**src/hw/rtl/pfu_pkg.sv**
```systemverilog
package pfu_pkg;

  // Ring geometry
  localparam int CAP     = 1024;
  localparam int AW      = $clog2(CAP);
  localparam int CW      = AW + 1;
  localparam int FW      = 64;
  localparam int MAX_REQ = 64;
  localparam int NW      = 7;
  localparam int BW      = 4;
  localparam int GW      = 32;
  localparam int NUM_CNT = 9;
  localparam int SW      = 4;

  // Statistics counter indexes
  localparam int CNT_SUBMITTED = 0;
  localparam int CNT_CONSUMED  = 1;
  localparam int CNT_OVERFLOW  = 2;
  localparam int CNT_DROP_FRM  = 3;
  localparam int CNT_DROP_BYTE = 4;
  localparam int CNT_UNDERRUN  = 5;
  localparam int CNT_SILENCE   = 6;
  localparam int CNT_CLR_FRM   = 7;
  localparam int CNT_CLR_EVT   = 8;

  typedef enum logic [1:0] {
    KIND_WRITE  = 2'd0,
    KIND_READ   = 2'd1,
    KIND_CLEAR  = 2'd2,
    KIND_RSTCNT = 2'd3
  } kind_t;

  typedef enum logic {
    ST_IDLE,
    ST_READ
  } state_t;

  // Counter update request from the control path to the statistics block
  typedef struct packed {
    logic                        clr;
    logic [NUM_CNT-1:0][CW-1:0]  add;
  } stat_upd_t;

  // Keep the low b bytes of a frame
  function automatic logic [FW-1:0] byte_mask(input logic [BW-1:0] b);
    logic [FW-1:0] m;
    m = '0;
    for (int i = 0; i < FW / 8; i++) begin
      m[i*8 +: 8] = (b > BW'(i)) ? 8'hFF : 8'h00;
    end
    return m;
  endfunction

endpackage

```
**src/hw/rtl/pfu_stats.sv**
```systemverilog
module pfu_stats (
  input  logic                   clk,
  input  logic                   rst_n,
  input  pfu_pkg::stat_upd_t     upd,
  input  logic [pfu_pkg::SW-1:0] sel,
  output logic [pfu_pkg::GW-1:0] value
);
  import pfu_pkg::*;

  logic [GW-1:0] cnt_r [NUM_CNT];

  // Event counters, wrapping
  always_ff @(posedge clk) begin
    if (!rst_n || upd.clr) begin
      for (int i = 0; i < NUM_CNT; i++) begin
        cnt_r[i] <= '0;
      end
    end else begin
      for (int i = 0; i < NUM_CNT; i++) begin
        cnt_r[i] <= cnt_r[i] + GW'(upd.add[i]);
      end
    end
  end

  // Report mux, unused selects read zero
  always_comb begin
    value = '0;
    for (int i = 0; i < NUM_CNT; i++) begin
      if (sel == SW'(i)) begin
        value = cnt_r[i];
      end
    end
  end
endmodule

```
**config.mk**
```make
export PLATFORM = sky130hd
export DESIGN_NAME = pfu_stats
export DESIGN_NICKNAME = d
export VERILOG_FILES = /design/src/hw/rtl/pfu_pkg.sv /design/src/hw/rtl/pfu_stats.sv
export SDC_FILE = /design/constraint.sdc
export NUM_CORES = 1
export LEC_CHECK = 0
export BUFFER_PORTS_ARGS = -buffer_cell sky130_fd_sc_hd__buf_2
export CAP_MARGIN = 20
export CORE_MARGIN = 1
export CORE_UTILIZATION = 30
export DETAILED_ROUTE_END_ITERATION = 10
export SYNTH_ARGS = -nofsm -noshare
export SYNTH_HDL_FRONTEND = slang
export SYNTH_SLANG_ARGS = --single-unit
```
**constraint.sdc**
```tcl
create_clock -name clk -period 3.3 [get_ports clk]
set_input_delay 0.33 -clock clk [delete_from_list [all_inputs] [get_ports clk]]
set_output_delay 0.33 -clock clk [all_outputs]
set_load 0.005 [all_outputs]
```
==> run summary, run 1 <==
DIE AREA: 60140 um^2
max FFs per register: 288
share of cells above drive strength 1: 14.26%
Buf/Inv on CP: 2
Peak supply drop: 0.3034 mV
status: complete, no violations
final wirelength: 57460 um
pin count of the biggest net entering global routing: 70
row count: 88
gr ovfl total: 0
Logic pwr share: 15.4%
Fin Hold WS: 0.1057 ns
largest reg by FF count: cnt_r
Synthesis Warnings: 0
DRC Markers: 0
Worst-Skew Late Latency: 0.56 ns
Total GRT Usage: 18.96%
Top FF cell, synth: dfxtp_1
pwr/cell area: 444.2 nW/um^2
core area: 58030 um^2
Max-slew headroom: 39.14%
clk slew on worst S/H paths: 0.06 ns
slowest cell on the critical path: o21ai_0
FF+latch count, synth: 288
Post-CTS Resized: 0
crit end category: primary output
Mapped Cells: 2147
fin crit period: 2.783 ns
Area growth syn-to-layout: 15.83%
TritonRoute pass-1 iters: 9
dpl cells: 2989
crit-path cells: buf_2 -> nor2b_1 -> nand2_1 -> o21ai_0 -> nand3_1 -> buf_2
CTS tree: built
sw frac: 27.44%
worst path required time: 2.97 ns
DIE HEIGHT: 245.2 um
Least-Margin Pin Slew: 0.9074 ns
final period utilization: 84.32%
max-slew violations: 0
WL/cell: 18.82 um
clock group share of total power: 44.6%
kind of critical path: input pin to primary output
Initial Utilization: 30.59%
syn_nets: 2361
critical path data arrival time: 2.45 ns
CP peak stage delay: 0.61 ns
RSZ-0062 raised after global routing: false
area of the mapped netlist: 17750 um^2
Int Pwr: 6.627 mW
Highest Clock Rate: 359.4 MHz
Avg Inst Size Synth: 8.267 um^2
worst slack at placement: 0.6261 ns
Crit path top cell by count: buf_2
largest registers: cnt_r x288
Post-synth EDFFs: 0
Clock H-tree levels: 2
Max clock buf depth: 3
worst min-delay path class: input pin to flop
total setup buffers inserted after CTS: 0
CTS sink cnt: 288
Routed Antenna Nets: 0
CTS buffer count: 36
hold buffers post-CTS: 0
post-route setup slack: 0.5174 ns
Via Count: 16849
Avg Vias per Cell: 5.519
RePlAce Congestion: 0.9152
endpoints failing hold: 0
final setup vio count: 0
Flop pwr share: 40.1%
CP top delay family: simple AND/OR/NAND/NOR gates
critical path peak fanout: 20
NetSw: 2.506 mW
initial antenna violation count: 2
vias in the first global route: 16395
clk_skew: 0.02678 ns
IO Pins: 138
Clock Tree Root: clkbuf_16
I/O Buffers: 137
async set-reset flop share out of synthesis: 0%
Die W: 245.2 um
Post-DP HPWL: 43650 um
max cap viols: 0
unique cell type count in the Yosys netlist: 79
setup tns final: 0 ns
CP startpoint kind: input pin
global-route wire length before repair: 90710 um
Cell Count, Final, Fillers Out: 3053
Leak: 7.582 nW
Seq/Total Area, Yosys: 32.48%
detailed router's first-iteration violation count: 1702
Final #Nets: 2476
==> area by class of cell <==
type                            count  area, um^2
Antenna cell                        2       5.005
Clock buffer                       55        1084
Clock inverter                      7       117.6
Fill cell                        5940       37470
Inverter                           36       135.1
Multi-Input combinational cell   1718       11430
Sequential cell                   288        5766
Tap cell                          765       957.2
Timing Repair Buffer              182        1064
==> cells in the final DEF (no fill, tap or decap), types with 20 or more instances in the layout <==
| master | n |
|---|---|
| o21a_1 | 21 |
| xor2_1 | 43 |
| or3_1 | 25 |
| a221o_1 | 26 |
| dfxtp_1 | 288 |
| nand2_1 | 189 |
| o21ai_0 | 103 |
| inv_1 | 36 |
| a21oi_1 | 135 |
| nor3_1 | 50 |
| nand3_1 | 92 |
| xnor2_1 | 131 |
| ha_1 | 99 |
| mux2_2 | 46 |
| mux2i_1 | 20 |
| nor2_1 | 246 |
| clkbuf_16 | 37 |
| a222oi_1 | 26 |
| a211oi_1 | 57 |
| buf_4 | 43 |
| a21o_1 | 38 |
| buf_2 | 136 |
| and2_1 | 27 |
| nand4_1 | 53 |
==> cell usage after synthesis, drive strengths merged, types with 16 or more instances <==
cell type / instances / area [um^2]
o21a: 21 / 157.7
a21oi: 135 / 675.7
nor2: 253 / 964.7
nand4: 55 / 356.6
or3: 25 / 156.4
a31oi: 16 / 100.1
buf: 18 / 108.8
mux2: 46 / 518.0
nand2b: 19 / 118.9
and2: 31 / 193.9
a211oi: 58 / 440.4
ha: 99 / 1239
nand3: 93 / 470.5
xor2: 43 / 376.6
xnor2: 131 / 1147
nor3: 52 / 270.3
inv: 36 / 135.1
mux2i: 20 / 200.2
dfxtp: 288 / 5766
nor2b: 21 / 131.4
a221o: 26 / 260.3
nand2: 189 / 709.4
o21ai: 105 / 525.5
a21o: 39 / 294.0
clkbuf: 87 / 337.8
a222oi: 26 / 260.3
==> power by group through the flow <==
stage               registers (mW)  logic [mW]  clock network (mW)
floorplan                     3.69       0.981                   0
global placement              3.73        1.36                   0
detailed placement            3.73        1.38                   0
CTS                           3.66        1.39                4.16
finish                        3.66        1.40                4.07
global route                  3.67        1.56                4.30
==> cell families (layout without fill, tap and decap cells) <==
family,Yosys count,count (layout),share of synthesized area (%)
AND/OR/NAND/NOR,812,812,22.09
buffers and inverters,141,280,3.278
adder cells (fa/ha/maj),108,108,7.994
other,0,2,0
XOR/XNOR,174,174,8.586
AO/OA/AOI/OAI,558,558,21.52
multiplexers,66,66,4.046
flip-flops,288,288,32.48
==> worst min-delay path, cell delays in order <==
cell and delay, ns:
buf_2 0.08, ha_1 0.11, and2_1 0.10
==> path summary, 6_finish.rpt <==
path / depth (start not counted) / to / slack (ns) / start
min: 3 / cnt_r[0][128] / 0.11 / upd[44]
max: 6 / value[10] / 0.52 / sel[1]
max reg2reg: 8 / cnt_r[0][18] / 0.71 / cnt_r[0][0]
min reg2reg: 2 / cnt_r[0][30] / 0.48 / cnt_r[0][30]
==> through the flow <==
stage / area, um^2 / power, mW / util (%)
finish: 20560 / 9.133 / 35.43
global route: 20560 / 9.523 / 35.43
CTS: 20550 / 9.205 / 35.42
detailed placement: 19350 / 5.116 / 33.35
global placement: 19350 / 5.087 / 33.35
floorplan: 17750 / 4.676 / -
==> per-layer routing <==
| layer | wire, um | global-route usage (%) |
|---|---|---|
| met3 | 3200 | 2.876 |
| met4 | 1626 | 6.048 |
| met5 | 12 | 0 |
| met1 | 25160 | 24.13 |
| met2 | 27460 | 32.56 |
(Power assumes the default switching activity.)
==> run 2, diff against run 1 <==
Clock period 3.3 ns to 2.55 ns, I/O delays scaled along.
==> run summary, run 2 (synthesis results as in run 1) <==
TritonRoute pass-1 iters: 8 (-1)
Highest Clock Rate: 394.8 MHz
Post-DP HPWL: 43350 um (-0.68%)
vias in the first global route: 16328 (-0.41%)
Clock H-tree levels: 1 (-1)
Reg-to-Reg Start: cnt_r[0][163]
Peak supply drop: 0.5371 mV (+77%)
slowest cell on the critical path: a222oi_1
r2r endpoint: cnt_r[0][177]
RePlAce Congestion: 0.9079 (-0.80%)
CTS buffer count: 30 (-17%)
Max-slew headroom: 46.66% (+7.5 points)
GR Layer Usage met2: 31.77% (-0.79 points)
Avg Vias per Cell: 5.499 (-0.35%)
Finished Core Util: 36.03% (+0.60 points)
detailed router's first-iteration violation count: 1402 (-18%)
Via Count: 16949 (+0.59%)
DIE AREA: 60140 um^2 (unchanged)
I/O Buffers: 137 (unchanged)
critical path peak fanout: 6 (-70%)
largest reg by FF count: cnt_r
Area growth syn-to-layout: 17.80%
met1 usage: 24.73% (+0.60 points)
crit-path cells: mux2_2 -> a222oi_1 -> buf_4 -> nand3_1 -> buf_2
IO Pins: 138 (unchanged)
row count: 88 (unchanged)
max-slew violations: 0 (unchanged)
core area: 58030 um^2 (unchanged)
kind of critical path: flop to primary output
most frequent cells in the layout: 288 x dfxtp_1, 245 x nor2_1, 189 x nand2_1
pwr/cell area: 545.4 nW/um^2 (+23%)
CTS tree: built
Buf/Inv on CP: 2 (unchanged)
Initial Utilization: 30.59% (unchanged)
pin count of the biggest net entering global routing: 74 (+5.7%)
Leak: 7.735 nW (+2.0%)
DIE HEIGHT: 245.2 um (unchanged)
Worst-Skew Late Latency: 0.58 ns (+0.02 ns)
most common cell after layout, fill and taps aside: dfxtp_1
hold wc startpoint: upd[11]
CP peak stage delay: 0.46 ns (-0.15 ns)
largest registers: cnt_r x288
fillcell total: 5925 (-0.25%)
Cell Count, Final, Fillers Out: 3082 (+0.95%)
final wirelength: 57250 um (-0.37%)
WHS Endpoint: cnt_r[0][32]
R2R cell count: 7 (-1)
status: complete, no violations
final setup vio count: 0 (unchanged)
DRC Markers: 0 (unchanged)
Hold Crit Depth: 3 (unchanged)
Least-Margin Pin Slew: 0.7953 ns (-0.1121 ns)
final period utilization: 99.32%
global-route wire length before repair: 89970 um (-0.82%)
max FFs per register: 288 (unchanged)
initial antenna violation count: 0 (-2)
GR peak layer: met2
CP startpoint kind: flop
crit end category: primary output
worst reg-to-reg setup slack: 0.13 ns (-0.58 ns)
Clock Tree Root: clkbuf_16
WL/cell: 18.57 um (-1.3%)
dpl cells: 3017 (+0.94%)
diodes inserted: 0 (-2)
gr ovfl total: 0 (unchanged)
share of cells above drive strength 1: 15.84% (+1.6 points)
clk slew on worst S/H paths: 0.06 ns (about the same)
fin crit period: 2.533 ns
max cap viols: 0 (unchanged)
critical path data arrival time: 2.28 ns (-0.17 ns)
worst path required time: 2.30 ns (-0.67 ns)
endpoints failing hold: 0 (unchanged)
Total GRT Usage: 18.65% (-0.31 points)
met3 GRT Util: 1.990% (-0.89 points)
clk_skew: 0.01503 ns (-0.01175 ns)
Final #Nets: 2509 (+1.3%)
Max clock buf depth: 3 (unchanged)
CP top delay family: compound AO/OA/AOI/OAI gates
Routed Antenna Nets: 0 (unchanged)
worst min-delay path class: input pin to flop
CTS sink cnt: 288 (unchanged)
Die W: 245.2 um (unchanged)
## run 2: cell types whose count changed in the layout (fill, tap and decap cells not counted), sizes merged
cell,previous run,this run
buf,182,213
clkbuf,55,48
clkinv,2,3
diode,2,0
dlygate4sd3,0,8
inv,38,36
## run 2: metrics by stage
step / worst slack (ns) / power (mW) / setup TNS, ns / area (um^2) / hold slack [ns]
floorplan: 0.1680 / 6.051 / 0 / 17750 / 0.4456
global placement: -0.02067 / 6.625 / -0.05558 / 19660 / 0.4631
detailed placement: -0.09961 / 6.665 / -0.3240 / 19660 / 0.4724
CTS: 0.02242 / 11.47 / 0 / 20810 / 0.001097
global route: -0.04773 / 11.88 / -0.1214 / 20910 / 0.01825
finish: 0.01731 / 11.40 / 0 / 20910 / 0.01070
## run 2: worst max path at each step
stage,slack (ns),startpoint,depth (start not counted),to
2_1_floorplan,0.17,cnt_r[0][32],8,cnt_r[0][58]
3_3_place_gp,-0.02,upd[7],8,cnt_r[0][26]
3_5_place_dp,-0.1,upd[7],8,cnt_r[0][30]
4_1_cts,0.02,cnt_r[0][45],5,value[13]
5_1_grt,-0.05,cnt_r[0][32],9,cnt_r[0][42]
6_report,0.02,cnt_r[0][242],5,value[18]
## run 2: report_power, final
group / internal [mW] / leakage [nW] / switching [mW]
clock network: 2.86 / 0.528 / 1.92
logic: 0.774 / 4.87 / 1.13
registers: 4.63 / 2.34 / 0.0980
## run 2: cell type report
class | count | area, um^2 | area share [%]
clock inverters | 6 | 105.1 | 0.5027
inverters | 36 | 135.1 | 0.6463
well taps | 765 | 957.2 | 4.578
flip-flops and latches | 288 | 5766 | 27.57
clock buffers | 48 | 959.7 | 4.590
multi-input cells | 1718 | 11510 | 55.06
repair buffers | 221 | 1474 | 7.049
## run 2: tightest hold or removal path, cell delays in order
cell and delay (ns):
buf_2 0.09, ha_1 0.11, and2_1 0.10
## run 2: repair_timing
action                                  in CTS  in global routing
gates resized for setup                      1                 21
endpoints found under the hold margin        8                  0
pin swaps                                    0                  6
hold buffers                                 8                  0
endpoints found under the setup margin       3                 32
setup buffers                                0                  3
## run 2: layer usage
layer / routed length, um / vias up / share of wire (%)
met5: 0 / - / 0
met4: 1517 / 0 / 2.6
met3: 3378 / 72 / 5.9
met2: 26990 / 525 / 47
met1: 25360 / 8158 / 44
li1: - / 8194 / -
